--- src/rtl/chip8_pkg.sv ---
`timescale 1ns / 1ps
// Shared constants, opcode codes, font table and controller/datapath types.
package chip8_pkg;

   localparam int MEM_BYTES       = 4096;
   localparam int ADDR_W          = 12;
   localparam int SCREEN_COLS     = 64;
   localparam int SCREEN_ROWS     = 32;
   localparam int ROW_W           = 5;
   localparam int COL_W           = 6;
   localparam int NUM_VREGS       = 16;
   localparam int STACK_DEPTH_DEF = 16;
   localparam int FONT_BYTES      = 80;

   localparam logic [11:0] START_PC   = 12'h200;
   localparam logic [15:0] SEED_RESET = 16'hACE1;
   localparam logic [15:0] LFSR_TAPS  = 16'hB400;
   localparam logic [3:0]  VF_INDEX   = 4'hF;

   localparam logic [1:0] ACT_WRITE = 2'd0;
   localparam logic [1:0] ACT_EXEC  = 2'd1;
   localparam logic [1:0] ACT_READ  = 2'd2;

   localparam int          CSR_ADDR_W = 3;
   localparam logic [2:0]  CSR_SEED   = 3'd0;

   localparam logic [15:0] OP_CLS = 16'h00E0;
   localparam logic [15:0] OP_RET = 16'h00EE;

   localparam logic [3:0] G_SYS      = 4'h0;
   localparam logic [3:0] G_JUMP     = 4'h1;
   localparam logic [3:0] G_CALL     = 4'h2;
   localparam logic [3:0] G_SKIP_EQ  = 4'h3;
   localparam logic [3:0] G_SKIP_NE  = 4'h4;
   localparam logic [3:0] G_SKIP_REQ = 4'h5;
   localparam logic [3:0] G_LOAD     = 4'h6;
   localparam logic [3:0] G_ADD      = 4'h7;
   localparam logic [3:0] G_ALU      = 4'h8;
   localparam logic [3:0] G_SKIP_RNE = 4'h9;
   localparam logic [3:0] G_INDEX    = 4'hA;
   localparam logic [3:0] G_JUMP_V0  = 4'hB;
   localparam logic [3:0] G_RAND     = 4'hC;
   localparam logic [3:0] G_DRAW     = 4'hD;
   localparam logic [3:0] G_KEY      = 4'hE;
   localparam logic [3:0] G_MISC     = 4'hF;

   localparam logic [3:0] ALU_MOV  = 4'h0;
   localparam logic [3:0] ALU_OR   = 4'h1;
   localparam logic [3:0] ALU_AND  = 4'h2;
   localparam logic [3:0] ALU_XOR  = 4'h3;
   localparam logic [3:0] ALU_ADD  = 4'h4;
   localparam logic [3:0] ALU_SUB  = 4'h5;
   localparam logic [3:0] ALU_SHR  = 4'h6;
   localparam logic [3:0] ALU_SUBN = 4'h7;
   localparam logic [3:0] ALU_SHL  = 4'hE;

   localparam logic [7:0] KEY_DOWN = 8'h9E;
   localparam logic [7:0] KEY_UP   = 8'hA1;

   localparam logic [7:0] F_DELAY_RD = 8'h07;
   localparam logic [7:0] F_KEY_WAIT = 8'h0A;
   localparam logic [7:0] F_DELAY_WR = 8'h15;
   localparam logic [7:0] F_SOUND_WR = 8'h18;
   localparam logic [7:0] F_INDEX_AD = 8'h1E;
   localparam logic [7:0] F_FONT     = 8'h29;
   localparam logic [7:0] F_BCD      = 8'h33;
   localparam logic [7:0] F_STORE    = 8'h55;
   localparam logic [7:0] F_LOAD     = 8'h65;

   localparam logic [7:0] FONT_ROM [FONT_BYTES] = '{
      8'hF0, 8'h90, 8'h90, 8'h90, 8'hF0, 8'h20, 8'h60, 8'h20, 8'h20, 8'h70,
      8'hF0, 8'h10, 8'hF0, 8'h80, 8'hF0, 8'hF0, 8'h10, 8'hF0, 8'h10, 8'hF0,
      8'h90, 8'h90, 8'hF0, 8'h10, 8'h10, 8'hF0, 8'h80, 8'hF0, 8'h10, 8'hF0,
      8'hF0, 8'h80, 8'hF0, 8'h90, 8'hF0, 8'hF0, 8'h10, 8'h20, 8'h40, 8'h40,
      8'hF0, 8'h90, 8'hF0, 8'h90, 8'hF0, 8'hF0, 8'h90, 8'hF0, 8'h10, 8'hF0,
      8'hF0, 8'h90, 8'hF0, 8'h90, 8'h90, 8'hE0, 8'h90, 8'hE0, 8'h90, 8'hE0,
      8'hF0, 8'h80, 8'h80, 8'h80, 8'hF0, 8'hE0, 8'h90, 8'h90, 8'h90, 8'hE0,
      8'hF0, 8'h80, 8'hF0, 8'h80, 8'hF0, 8'hF0, 8'h80, 8'hF0, 8'h80, 8'h80
   };

   typedef enum logic [4:0] {
      DP_NOP, DP_CLEAR, DP_ACCEPT, DP_MEM_WRITE, DP_ROW_READ, DP_ROW_LATCH,
      DP_FETCH_HI, DP_FETCH_LO, DP_READ_X, DP_READ_Y, DP_READ_0, DP_DECODE,
      DP_EXEC, DP_WRITE_VF, DP_CLS_ROW, DP_DRAW_READ, DP_DRAW_WRITE, DP_DRAW_END,
      DP_BCD, DP_STORE_READ, DP_STORE_WRITE, DP_LOAD_READ, DP_LOAD_WRITE,
      DP_INDEX_ADV, DP_FINISH, DP_RESPOND
   } dp_op_type;

   typedef struct packed {
      dp_op_type   op;
      logic [11:0] cnt;
   } dp_cmd_type;

   typedef struct packed {
      logic [15:0] opcode;
      logic [1:0]  action;
      logic        rsp_free;
   } dp_status_type;

endpackage

--- src/rtl/chip8_ctrl.sv ---
`timescale 1ns / 1ps
// Sequencer that steps the datapath through fetch, decode and multi-cycle operations.
module chip8_ctrl import chip8_pkg::*; (
   input  logic          clock,
   input  logic          reset,
   input  logic          req_valid,
   input  dp_status_type status,
   output logic          req_ready,
   output dp_cmd_type    cmd
);

   typedef enum logic [4:0] {
      ST_CLEAR, ST_IDLE, ST_DISPATCH, ST_MEM_WRITE, ST_ROW_READ, ST_ROW_LATCH,
      ST_FETCH_HI, ST_FETCH_LO, ST_READ_X, ST_READ_Y, ST_READ_0, ST_DECODE,
      ST_EXEC, ST_WRITE_VF, ST_CLS, ST_DRAW_READ, ST_DRAW_WRITE, ST_DRAW_END,
      ST_BCD, ST_STORE_READ, ST_STORE_WRITE, ST_LOAD_READ, ST_LOAD_WRITE,
      ST_INDEX_ADV, ST_FINISH, ST_RESPOND
   } state_type;

   state_type   state_ff;
   logic [11:0] cnt_ff;

   logic [3:0] grp, op_x, op_n;
   logic [7:0] op_nn;
   logic       needs_vf;

   assign grp   = status.opcode[15:12];
   assign op_x  = status.opcode[11:8];
   assign op_n  = status.opcode[3:0];
   assign op_nn = status.opcode[7:0];

   assign needs_vf = (grp == G_ALU && (op_n == ALU_ADD || op_n == ALU_SUB ||
                      op_n == ALU_SHR || op_n == ALU_SUBN || op_n == ALU_SHL)) ||
                     (grp == G_MISC && op_nn == F_INDEX_AD);

   always_ff @(posedge clock) begin
      if (reset) begin
         state_ff <= ST_CLEAR;
         cnt_ff   <= '0;
      end else begin
         unique case (state_ff)
            ST_CLEAR: begin
               cnt_ff <= cnt_ff + 12'd1;
               if (cnt_ff == 12'(MEM_BYTES - 1)) state_ff <= ST_IDLE;
            end
            ST_IDLE: begin
               if (req_valid) state_ff <= ST_DISPATCH;
            end
            ST_DISPATCH: begin
               cnt_ff <= '0;
               unique case (status.action)
                  ACT_WRITE: state_ff <= ST_MEM_WRITE;
                  ACT_EXEC:  state_ff <= ST_FETCH_HI;
                  ACT_READ:  state_ff <= ST_ROW_READ;
                  default:   state_ff <= ST_RESPOND;
               endcase
            end
            ST_MEM_WRITE: state_ff <= ST_RESPOND;
            ST_ROW_READ:  state_ff <= ST_ROW_LATCH;
            ST_ROW_LATCH: state_ff <= ST_RESPOND;
            ST_FETCH_HI:  state_ff <= ST_FETCH_LO;
            ST_FETCH_LO:  state_ff <= ST_READ_X;
            ST_READ_X:    state_ff <= ST_READ_Y;
            ST_READ_Y:    state_ff <= ST_READ_0;
            ST_READ_0:    state_ff <= ST_DECODE;
            ST_DECODE: begin
               priority if (status.opcode == OP_CLS) state_ff <= ST_CLS;
               else if (grp == G_DRAW) state_ff <= (op_n == 4'd0) ? ST_DRAW_END : ST_DRAW_READ;
               else if (grp == G_MISC && op_nn == F_BCD) state_ff <= ST_BCD;
               else if (grp == G_MISC && op_nn == F_STORE) state_ff <= ST_STORE_READ;
               else if (grp == G_MISC && op_nn == F_LOAD) state_ff <= ST_LOAD_READ;
               else state_ff <= ST_EXEC;
            end
            ST_EXEC:      state_ff <= needs_vf ? ST_WRITE_VF : ST_RESPOND;
            ST_WRITE_VF:  state_ff <= ST_RESPOND;
            ST_CLS: begin
               cnt_ff <= cnt_ff + 12'd1;
               if (cnt_ff == 12'(SCREEN_ROWS - 1)) state_ff <= ST_FINISH;
            end
            ST_DRAW_READ: state_ff <= ST_DRAW_WRITE;
            ST_DRAW_WRITE: begin
               cnt_ff <= cnt_ff + 12'd1;
               state_ff <= (cnt_ff[3:0] == op_n - 4'd1) ? ST_DRAW_END : ST_DRAW_READ;
            end
            ST_DRAW_END:  state_ff <= ST_FINISH;
            ST_BCD: begin
               cnt_ff <= cnt_ff + 12'd1;
               if (cnt_ff == 12'd2) state_ff <= ST_FINISH;
            end
            ST_STORE_READ: state_ff <= ST_STORE_WRITE;
            ST_STORE_WRITE: begin
               cnt_ff <= cnt_ff + 12'd1;
               state_ff <= (cnt_ff[3:0] == op_x) ? ST_INDEX_ADV : ST_STORE_READ;
            end
            ST_LOAD_READ: state_ff <= ST_LOAD_WRITE;
            ST_LOAD_WRITE: begin
               cnt_ff <= cnt_ff + 12'd1;
               state_ff <= (cnt_ff[3:0] == op_x) ? ST_INDEX_ADV : ST_LOAD_READ;
            end
            ST_INDEX_ADV: state_ff <= ST_FINISH;
            ST_FINISH:    state_ff <= ST_RESPOND;
            ST_RESPOND: begin
               if (status.rsp_free) state_ff <= ST_IDLE;
            end
            default: state_ff <= ST_IDLE;
         endcase
      end
   end

   assign req_ready = (state_ff == ST_IDLE);
   assign cmd.cnt   = cnt_ff;

   always_comb begin
      unique case (state_ff)
         ST_CLEAR:       cmd.op = DP_CLEAR;
         ST_IDLE:        cmd.op = DP_ACCEPT;
         ST_MEM_WRITE:   cmd.op = DP_MEM_WRITE;
         ST_ROW_READ:    cmd.op = DP_ROW_READ;
         ST_ROW_LATCH:   cmd.op = DP_ROW_LATCH;
         ST_FETCH_HI:    cmd.op = DP_FETCH_HI;
         ST_FETCH_LO:    cmd.op = DP_FETCH_LO;
         ST_READ_X:      cmd.op = DP_READ_X;
         ST_READ_Y:      cmd.op = DP_READ_Y;
         ST_READ_0:      cmd.op = DP_READ_0;
         ST_DECODE:      cmd.op = DP_DECODE;
         ST_EXEC:        cmd.op = DP_EXEC;
         ST_WRITE_VF:    cmd.op = DP_WRITE_VF;
         ST_CLS:         cmd.op = DP_CLS_ROW;
         ST_DRAW_READ:   cmd.op = DP_DRAW_READ;
         ST_DRAW_WRITE:  cmd.op = DP_DRAW_WRITE;
         ST_DRAW_END:    cmd.op = DP_DRAW_END;
         ST_BCD:         cmd.op = DP_BCD;
         ST_STORE_READ:  cmd.op = DP_STORE_READ;
         ST_STORE_WRITE: cmd.op = DP_STORE_WRITE;
         ST_LOAD_READ:   cmd.op = DP_LOAD_READ;
         ST_LOAD_WRITE:  cmd.op = DP_LOAD_WRITE;
         ST_INDEX_ADV:   cmd.op = DP_INDEX_ADV;
         ST_FINISH:      cmd.op = DP_FINISH;
         ST_RESPOND:     cmd.op = status.rsp_free ? DP_RESPOND : DP_NOP;
         default:        cmd.op = DP_NOP;
      endcase
   end

endmodule

--- config.mk ---
export PLATFORM = sky130hd
export DESIGN_NAME = chip8_ctrl
export DESIGN_NICKNAME = d
export VERILOG_FILES = /design/src/rtl/chip8_pkg.sv /design/src/rtl/chip8_ctrl.sv
export SDC_FILE = /design/constraint.sdc
export NUM_CORES = 1
export LEC_CHECK = 0
export ABC_AREA = 1
export ABC_CLOCK_PERIOD_IN_PS = 3600
export BUFFER_PORTS_ARGS = -buffer_cell sky130_fd_sc_hd__buf_4
export CAP_MARGIN = 30
export CORE_MARGIN = 1
export CORE_UTILIZATION = 40
export DETAILED_ROUTE_END_ITERATION = 10
export PLACE_DENSITY = 0.7
export RECOVER_POWER = 50
export SETUP_SLACK_MARGIN = 0.5
export SLEW_MARGIN = 5
export SYNTH_ARGS = -nofsm -noshare
export SYNTH_HDL_FRONTEND = slang
export SYNTH_SLANG_ARGS = --single-unit
--- constraint.sdc ---
create_clock -name clock -period 3.6 [get_ports clock]
set_input_delay 0 -clock clock [delete_from_list [all_inputs] [get_ports clock]]
set_output_delay 0 -clock clock [all_outputs]
set_load 0.02 [all_outputs]
==> impl_metrics.tcl, run 1 <==
set metrics [dict create \
    gr-usage-met1 0.2696 \
    drv_cap 0 \
    syn_avg_cell_area_um2 5.554 \
    n_fill_cell 548 \
    intPower_uw 415.9 \
    seqPwrFrac 0.328 \
    busiest_layer "met2" \
    nets 444 \
    min_period_over_period 0.6174 \
    switching_power_uw 341.3 \
    grt_usage 0.2089 \
    die_y_um 74.26 \
    vias 2437 \
    ios 40 \
    pre_cts_slack_ns 1.607 \
    p_comb_frac 0.485 \
    grt_max_degree 15 \
    row_count 25 \
    first_pass_iters 5 \
    cts.sink_count 17 \
    areaGrowthSynthToFinish_pct 14.74 \
    worst_pin_slew_ns 0.5151 \
    sw_frac_of_total 0.4508 \
    cts_setup_buffers 0 \
    cellPowerDensity_mw_per_mm2 316.0 \
    cpPeakStageDelay_ns 0.57 \
    place_congestion 0.9316 \
    drc 0 \
    antenna_cells 0 \
    start_kind "flip-flop" \
    ff_latch_area_um2 340.3 \
    ir_worst_vdd_mv 0.2670 \
    die_w_um 74.26 \
    met3_usage 0.03117 \
    drtIter0Drc 233 \
    synth_top_area_frac 0.1815 \
    antenna_found_initial 0 \
    layout_commonest_cell "nand2_1" \
    layout.cells.non_filler 479 \
    clk_pin_slew_worst_paths_ns 0.06 \
    clkPwrFrac 0.187 \
    place_area_mm2 0.002409 \
    skew_ns 0.001267 \
    ys_types 37 \
    clock_path_buffers 2 \
    overflow 0 \
    cts-hold-fix-buffers 1 \
    syn-num-nets 407 \
    io_buffers 39 \
    cts_resized 0 \
    rsz0062_at_grt "no" \
    relSlewSlack 0.6561 \
    grt_pass1_wl_um 9156 \
    p_leak_nw 1.192 \
    h-tree-depth 1 \
    grt_pass1_vias 2165 \
    crit_fanout 14 \
    ys_ff_latch 17 \
    whs_path_depth 8 \
    grtUsageMet2 0.3515 \
    layout_common_cells "nand2_1, nor2_1, inv_1" \
    maxSlewViolCount 0 \
    die-area_mm2 0.005514 \
    fin_crit_ns 2.223 \
    hpwlAfterDp_um 4395 \
    slowest_stage "dfxtp_1" \
    drtAntennaViolNets 0 \
    cts_tree "yes" \
    synth.cell_area_mm2 0.002088 \
    power_uw 757.2 \
    setup_violations 0 \
    fmax_mhz 449.9 \
    initial_core_util 0.4279 \
    path_cells "inv_1 -> nand2_1 -> nor2_1 -> nor2_2 -> nand2_1 -> nor2_2 -> a22oi_1 -> nor3_2" \
    synth_seq_area_share 0.1630 \
    fin_area_mm2 0.002396 \
    cts-root-buf "clkbuf_8" \
    drive_above_1_share 0.1408 \
    hold_path_class "input port to flip-flop" \
    cts-buffers-inserted 3 \
    r2r_cells 8 \
    utilization 0.4910 \
    setup_tns_ns 0 \
    synthCells 376 \
    yosys_warnings 0 \
    place_inst 474 \
    post_drt_wl_per_cell_um 11.40 \
    outcome "finished clean" \
    wl_um 5460 \
    multiInputGateArea_mm2 0.001474 \
    whs_ns 0.3327 \
    drt-vias-per-instance 5.088 \
    cp-end-kind "flip-flop" \
    coreArea_mm2 0.004880 \
    cp.required_ns 3.78 \
    synth_area_leaders "nand2_1, dfxtp_1, nor2_1" \
    setup_ws_ns 1.377 \
    hold_viol_final 0 \
    cp.arrival_ns 2.40 \
    crit_type "flip-flop to flip-flop" \
    yosysTopAreaCell "nand2_1" \
    clk_latency_ns 0.25 \
]
sequential cells by signal (all words and copies together) (netlist names):
register	flops
state_ff	5
cnt_ff	12
Yosys cell counts:
| library cell | n |
|---|---|
| a211oi_1 | 2 |
| a211oi_2 | 1 |
| a21boi_0 | 1 |
| a21oi_1 | 14 |
| a21oi_2 | 2 |
| a22oi_1 | 2 |
| and2_1 | 1 |
| and3_1 | 1 |
| buf_2 | 3 |
| buf_4 | 2 |
| buf_6 | 2 |
| clkbuf_1 | 1 |
| dfxtp_1 | 17 |
| ha_1 | 9 |
| inv_1 | 47 |
| inv_2 | 9 |
| nand2_1 | 101 |
| nand2_2 | 1 |
| nand2_4 | 1 |
| nand3_1 | 29 |
| nand3_2 | 3 |
| nand3b_1 | 4 |
| nand4_1 | 10 |
| nor2_1 | 66 |
| nor2_2 | 8 |
| nor2_4 | 4 |
| nor3_1 | 10 |
| nor3_2 | 1 |
| nor4_1 | 1 |
| o21a_1 | 1 |
| o21ai_0 | 10 |
| o21ai_1 | 3 |
| o21ai_2 | 1 |
| o21bai_1 | 1 |
| o221ai_1 | 1 |
| or2_2 | 2 |
| xor2_1 | 4 |
critical path, delay by kind of cell (launching register included):
kind	cells	cell delay, ns
buffers and inverters	1	0.29
AO/OA/AOI/OAI	1	0.12
flip-flops	1	0.57
AND/OR/NAND/NOR	6	1.14
worst paths after layout:
kind          startpoint           to  slack [ns]
min reg2reg   cnt_ff[10]   cnt_ff[10]        0.50
min           status[17]  state_ff[2]        0.33
max reg2reg  state_ff[4]    cnt_ff[6]        1.38
max          state_ff[4]    cnt_ff[6]        1.38
logic make-up (layout without fill, tap and decap cells):
group	after synthesis	in the layout	share of synthesized area
xor+xnor	4	4	0.01677
simple gates	243	243	0.5261
fa+ha+maj	9	9	0.05393
buf+inv	64	100	0.1276
compound gates	39	39	0.1126
flops	17	17	0.1630
per-layer routing:
| layer | vias up | wire [um] |
|---|---|---|
| met3 | 18 | 339 |
| li1 | 1265 | - |
| met2 | 90 | 2509 |
| met4 | 0 | 120 |
| met5 | - | 0 |
| met1 | 1064 | 2491 |
power groups by stage:
stage	combinational, mW	sequential, mW	clock [mW]
2_1_floorplan	0.274	0.252	0
3_3_place_gp	0.384	0.252	0
3_5_place_dp	0.382	0.252	0
4_1_cts	0.383	0.249	0.146
5_1_grt	0.417	0.252	0.153
6_report	0.367	0.248	0.142
area by class of cell:
cell class              instances  area share
flip-flops and latches         17      0.1420
multi-input cells             295      0.6151
repair buffers                 40      0.1013
well taps                      67     0.03499
clock buffers                   4     0.01880
inverters                      56     0.08773
No activity file was read; power rests on OpenSTA's default activity.
==> run 2: changes to the inputs <==
--- a/config.mk
+++ b/config.mk
@@ -6,13 +6,13 @@
 export NUM_CORES = 1
 export LEC_CHECK = 0
 export ABC_AREA = 1
-export ABC_CLOCK_PERIOD_IN_PS = 3600
+export ABC_CLOCK_PERIOD_IN_PS = 1800
 export BUFFER_PORTS_ARGS = -buffer_cell sky130_fd_sc_hd__buf_4
 export CAP_MARGIN = 30
 export CORE_MARGIN = 1
 export CORE_UTILIZATION = 40
 export DETAILED_ROUTE_END_ITERATION = 10
-export PLACE_DENSITY = 0.7
+export PLACE_DENSITY = 0.72
 export RECOVER_POWER = 50
 export SETUP_SLACK_MARGIN = 0.5
 export SLEW_MARGIN = 5
==> constraint.sdc (replaced) <==
create_clock -name clock -period 1.8 [get_ports clock]
set_input_delay 0 -clock clock [delete_from_list [all_inputs] [get_ports clock]]
set_output_delay 0 -clock clock [all_outputs]
set_load 0.02 [all_outputs]
==> impl_metrics.tcl, run 2 (synthesis gave the netlist of run 1 again) <==
set metrics [dict create \
    clk_pin_slew_worst_paths_ns 0.07 \
    largest-register "cnt_ff" \
    p_comb_frac 0.586 \
    cts-buffers-inserted 3 \
    initial_core_util 0.4279 \
    power_mw 1.900 \
    skew_ns 0.0007987 \
    rr_endpoint "state_ff[1]" \
    first_pass_iters 5 \
    place_area_mm2 0.002546 \
    place_congestion 0.9820 \
    die-area_mm2 0.005514 \
    start_kind "flip-flop" \
    ios 40 \
    nets 474 \
    outcome "finished clean" \
    worst_pin_slew_ns 0.2984 \
    drtAntennaViolNets 0 \
    hpwlAfterDp_um 4616 \
    place_inst 483 \
    hold_viol_final 0 \
    layout_commonest_cell "nand2_1" \
    crit_fanout 6 \
    areaGrowthSynthToFinish_pct 38.89 \
    fin_crit_ns 1.654 \
    setup_violations 0 \
    setup_tns_ns 0 \
    r2r_start "cnt_ff[6]" \
    top_regs "cnt_ff (12), state_ff (5)" \
    drv_cap 0 \
    slowest_stage "dfxtp_1" \
    wl_um 6367 \
    switching_power_uw 833.4 \
    ff2ff_setup_slack_ns 0.15 \
    clk_latency_ns 0.25 \
    clkPwrFrac 0.152 \
    crit_path_start "cnt_ff[6]" \
    drive_above_1_share 0.3145 \
    cpPeakStageDelay_ns 0.37 \
    grt_max_degree 14 \
    fin_area_mm2 0.002900 \
    maxSlewViolCount 0 \
    post_drt_wl_per_cell_um 12.51 \
    r2r_cells 9 \
    layout_common_cells "nand2_1, nor2_1, buf_4" \
    die_w_um 74.26 \
    cts.sink_count 17 \
    intPower_mw 1.066 \
    cp.required_ns 1.98 \
    layout.cells.non_filler 509 \
    overflow 0 \
    cp-end-kind "flip-flop" \
    seqPwrFrac 0.263 \
    cts_tree "yes" \
    cts-root-buf "clkbuf_8" \
    antenna_cells 0 \
    drc 0 \
    io_buffers 39 \
    path_cells "or2_2 -> nor2_1 -> nand3_1 -> nand2_2 -> nand3_2 -> nor2_4 -> buf_4 -> a21oi_2 -> nor2_1" \
    grt_pass1_vias 2374 \
    rsz0062_at_grt "yes" \
    grt_usage 0.2349 \
    cellPowerDensity_mw_per_mm2 655.0 \
    min_period_over_period 0.9188 \
    grt_pass1_wl_um 10180 \
    largest_reg_flops 12 \
    die_y_um 74.26 \
    row_count 25 \
    n_fill_cell 493 \
    vias 2616 \
    coreArea_mm2 0.004880 \
    drtIter0Drc 183 \
    cp.arrival_ns 1.84 \
    drt-vias-per-instance 5.139 \
    cpMostUsedCell "nor2_1" \
    antenna_found_initial 0 \
    sw_frac_of_total 0.4387 \
    cp-endpoint "state_ff[1]" \
    p_leak_nw 1.402 \
    clock_path_buffers 2 \
    hold_path_class "input port to flip-flop" \
    h-tree-depth 1 \
    ir_worst_vdd_mv 0.6564 \
    relSlewSlack 0.7999 \
    crit_type "flip-flop to flip-flop" \
    fmax_mhz 604.6 \
]
==> run 2: cell count changes in the layout (fill, tap and decap cells not counted), sizes merged <==
| cell | before | now |
|---|---|---|
| buf | 23 | 59 |
| nand2 | 103 | 104 |
| clkbuf | 20 | 13 |
==> run 2: worst min-delay path by stage <==
| stage | from | endpoint | slack [ns] | cells past startpoint |
|---|---|---|---|---|
| final | status[16] | state_ff[3] | 0.35 | 8 |
| after global routing | req_valid | state_ff[4] | 0.39 | 7 |
| after CTS | req_valid | state_ff[4] | 0.35 | 7 |
| after detailed placement | reset | state_ff[4] | 0.25 | 2 |
| after global placement | reset | state_ff[4] | 0.25 | 2 |
| after floorplan | status[0] | cmd[12] | 0.22 | 2 |
==> run 2: metrics by stage <==
| stage | util | hold slack, ns | setup slack [ns] |
|---|---|---|---|
| after floorplan | - | 0.2187 | 0.2355 |
| after global placement | 0.5218 | 0.2515 | 0.09322 |
| after detailed placement | 0.5218 | 0.2505 | 0.03928 |
| after CTS | 0.5646 | 0.3478 | 0.2065 |
| after global routing | 0.5944 | 0.3931 | 0.04411 |
| final | 0.5944 | 0.3487 | 0.1461 |
==> run 2: power groups by stage <==
stage          logic (mW)  clock network (mW)  registers [mW]
6_report             1.11               0.288           0.499
3_5_place_dp        0.861                   0           0.522
5_1_grt              1.21               0.311           0.507
2_1_floorplan       0.570                   0           0.530
3_3_place_gp        0.850                   0           0.521
4_1_cts             0.988               0.295           0.498
==> run 2: area by class of cell <==
type                    count  area (um2)  area share
multi-input cells         296        1682      0.5798
repair buffers             69       498.0      0.1717
clock buffers               4       45.04     0.01553
flip-flops and latches     17       366.6      0.1264
well taps                  67       83.83     0.02890
inverters                  56       225.2     0.07765
==> run 2: critical path: cells and delay by family, from the launching register on <==
| family | cells | cell delay [ns] |
|---|---|---|
| AOI/OAI and AO/OA | 1 | 0.04 |
| and+or+nand+nor | 7 | 1.04 |
| DFF | 1 | 0.37 |
| buffers and inverters | 1 | 0.14 |
==> run 2: metal layers <==
metal,wire length (um),vias up,track usage
met5,0,-,0
met4,110,0,0.04822
met3,370,17,0.04201
met2,3097,101,0.4172
met1,2789,1169,0.2977
li1,-,1329,-
==> run 2: repair_timing <==
action,in CTS,in global routing
setup endpoints to repair,21,21
buffers inserted,11,9
endpoints found under the hold margin,3,0
hold buffers,1,0
gates resized for setup,25,30
gates cloned,0,1
pin swaps,10,11
==> run 3: changes to the inputs <==
--- a/config.mk
+++ b/config.mk
@@ -6,7 +6,7 @@
 export NUM_CORES = 1
 export LEC_CHECK = 0
 export ABC_AREA = 1
-export ABC_CLOCK_PERIOD_IN_PS = 1800
+export ABC_CLOCK_PERIOD_IN_PS = 1500
 export BUFFER_PORTS_ARGS = -buffer_cell sky130_fd_sc_hd__buf_4
 export CAP_MARGIN = 30
 export CORE_MARGIN = 1
@@ -19,3 +19,4 @@
 export SYNTH_ARGS = -nofsm -noshare
 export SYNTH_HDL_FRONTEND = slang
 export SYNTH_SLANG_ARGS = --single-unit
+export TNS_END_PERCENT = 10
==> constraint.sdc (replaced) <==
create_clock -name clock -period 1.5 [get_ports clock]
set_input_delay 0 -clock clock [delete_from_list [all_inputs] [get_ports clock]]
set_output_delay 0 -clock clock [all_outputs]
set_load 0.02 [all_outputs]
==> impl_metrics.tcl, run 3 (synthesis gave the netlist of run 1 again) <==
set metrics [dict create \
    maxSlewViolCount 0 \
    cts-buffers-inserted 3 \
    layout_commonest_cell "nand2_1" \
    io_buffers 39 \
    wl_um 6847 \
    row_count 25 \
    antenna_found_initial 0 \
    areaGrowthSynthToFinish_pct 50.51 \
    grt_pass1_vias 2529 \
    grt_max_degree 13 \
    n_fill_cell 470 \
    rsz0062_at_grt "yes" \
    cts-root-buf "clkbuf_8" \
    place_congestion 0.9521 \
    clock_path_buffers 2 \
    drv_cap 0 \
    relSlewSlack 0.7965 \
    die_w_um 74.26 \
    setup_tns_ns -1.497 \
    coreArea_mm2 0.004880 \
    place_area_mm2 0.002884 \
    p_leak_nw 1.595 \
    antenna_cells 0 \
    drtIter0Drc 262 \
    vias 2792 \
    crit_type "flip-flop to output pin" \
    die_y_um 74.26 \
    first_pass_iters 5 \
    cts.sink_count 17 \
    cellPowerDensity_mw_per_mm2 739.5 \
    utilization 0.6441 \
    sw_frac_of_total 0.4255 \
    overflow 0 \
    seqPwrFrac 0.256 \
    min_period_over_period 1.117 \
    failed_checks "negative setup slack" \
    hold_viol_final 0 \
    drtAntennaViolNets 0 \
    fin_area_mm2 0.003143 \
    crit_fanout 6 \
    layout_common_cells "nand2_1, buf_4, nor2_1" \
    largest-register "cnt_ff" \
    start_kind "flip-flop" \
    clk_latency_ns 0.25 \
    worst_pin_slew_ns 0.3049 \
    cts_tree "yes" \
    setup_ws_ns -0.1749 \
    fmax_mhz 597.1 \
    pre_cts_slack_ns -0.2095 \
    ff_latch_area_um2 366.6 \
    skew_ns 0.001131 \
    cp.arrival_ns 1.67 \
    drive_above_1_share 0.3619 \
    cp.required_ns 1.50 \
    outcome "finished, violations left" \
    hold_path_class "input port to flip-flop" \
    top_regs "cnt_ff (12), state_ff (5)" \
    layout.cells.non_filler 545 \
    ir_worst_vdd_mv 0.7265 \
    initial_core_util 0.4279 \
    drt-vias-per-instance 5.123 \
    cp-end-kind "output pin" \
    drc 0 \
    grt_usage 0.2465 \
    whs_ns 0.2134 \
    intPower_mw 1.335 \
    switching_power_uw 989.0 \
    largest_reg_flops 12 \
    setup_violations 19 \
    place_inst 531 \
    ios 40 \
    post_drt_wl_per_cell_um 12.56 \
    grt_pass1_wl_um 10710 \
    clk_pin_slew_worst_paths_ns 0.06 \
    multiInputGateArea_mm2 0.001625 \
    hpwlAfterDp_um 5108 \
    p_comb_frac 0.597 \
    fin_crit_ns 1.675 \
    nets 510 \
    power_mw 2.324 \
    die-area_mm2 0.005514 \
    h-tree-depth 1 \
    clkPwrFrac 0.147 \
]
==> run 3: worst max-delay path, cell delays in order (launching register included) <==
cell      delay, ns
dfxtp_4        0.37
buf_6          0.14
nand2_4        0.10
nor2_4         0.05
nand2_2        0.09
inv_2          0.08
nor4_2         0.25
o221ai_1       0.17
buf_4          0.18
==> run 3: cell type report <==
class / instances / share of cell area
repair buffers: 106 / 0.2576
flip-flops and latches: 17 / 0.1166
well taps: 67 / 0.02667
clock buffers: 4 / 0.01433
inverters: 56 / 0.06768
multi-input cells: 295 / 0.5171
==> run 3: path summary, 6_finish.rpt <==
path | start | endpoint | slack [ns] | cells after the start
max | state_ff[0] | cmd[13] | -0.17 | 8
min | reset | cnt_ff[2] | 0.21 | 4
max reg2reg | state_ff[0] | cnt_ff[6] | -0.15 | 8
min reg2reg | cnt_ff[2] | cnt_ff[2] | 0.52 | 2
==> run 3: power groups by stage <==
stage | clock network (mW) | registers (mW) | logic (mW)
2_1_floorplan | 0 | 0.633 | 0.672
3_3_place_gp | 0 | 0.587 | 1.25
3_5_place_dp | 0 | 0.589 | 1.26
4_1_cts | 0.351 | 0.582 | 1.30
5_1_grt | 0.371 | 0.604 | 1.52
6_report | 0.343 | 0.595 | 1.39
==> run 3: per-layer routing <==
layer / vias to the layer above / global-route usage / share of wire
li1: 1404 / - / -
met1: 1242 / 0.3113 / 0.43
met2: 113 / 0.4283 / 0.48
met3: 33 / 0.02439 / 0.060
met4: 0 / 0.1027 / 0.028
met5: - / 0 / 0
==> run 3: what timing repair did <==
item                                    CTS  global route
gates resized for setup                  24            33
cloned                                    0             0
hold buffers                              1             3
endpoints found under the setup margin   23            23
endpoints found under the hold margin     1             2
pin swaps                                 4             7
setup buffers                             4             2
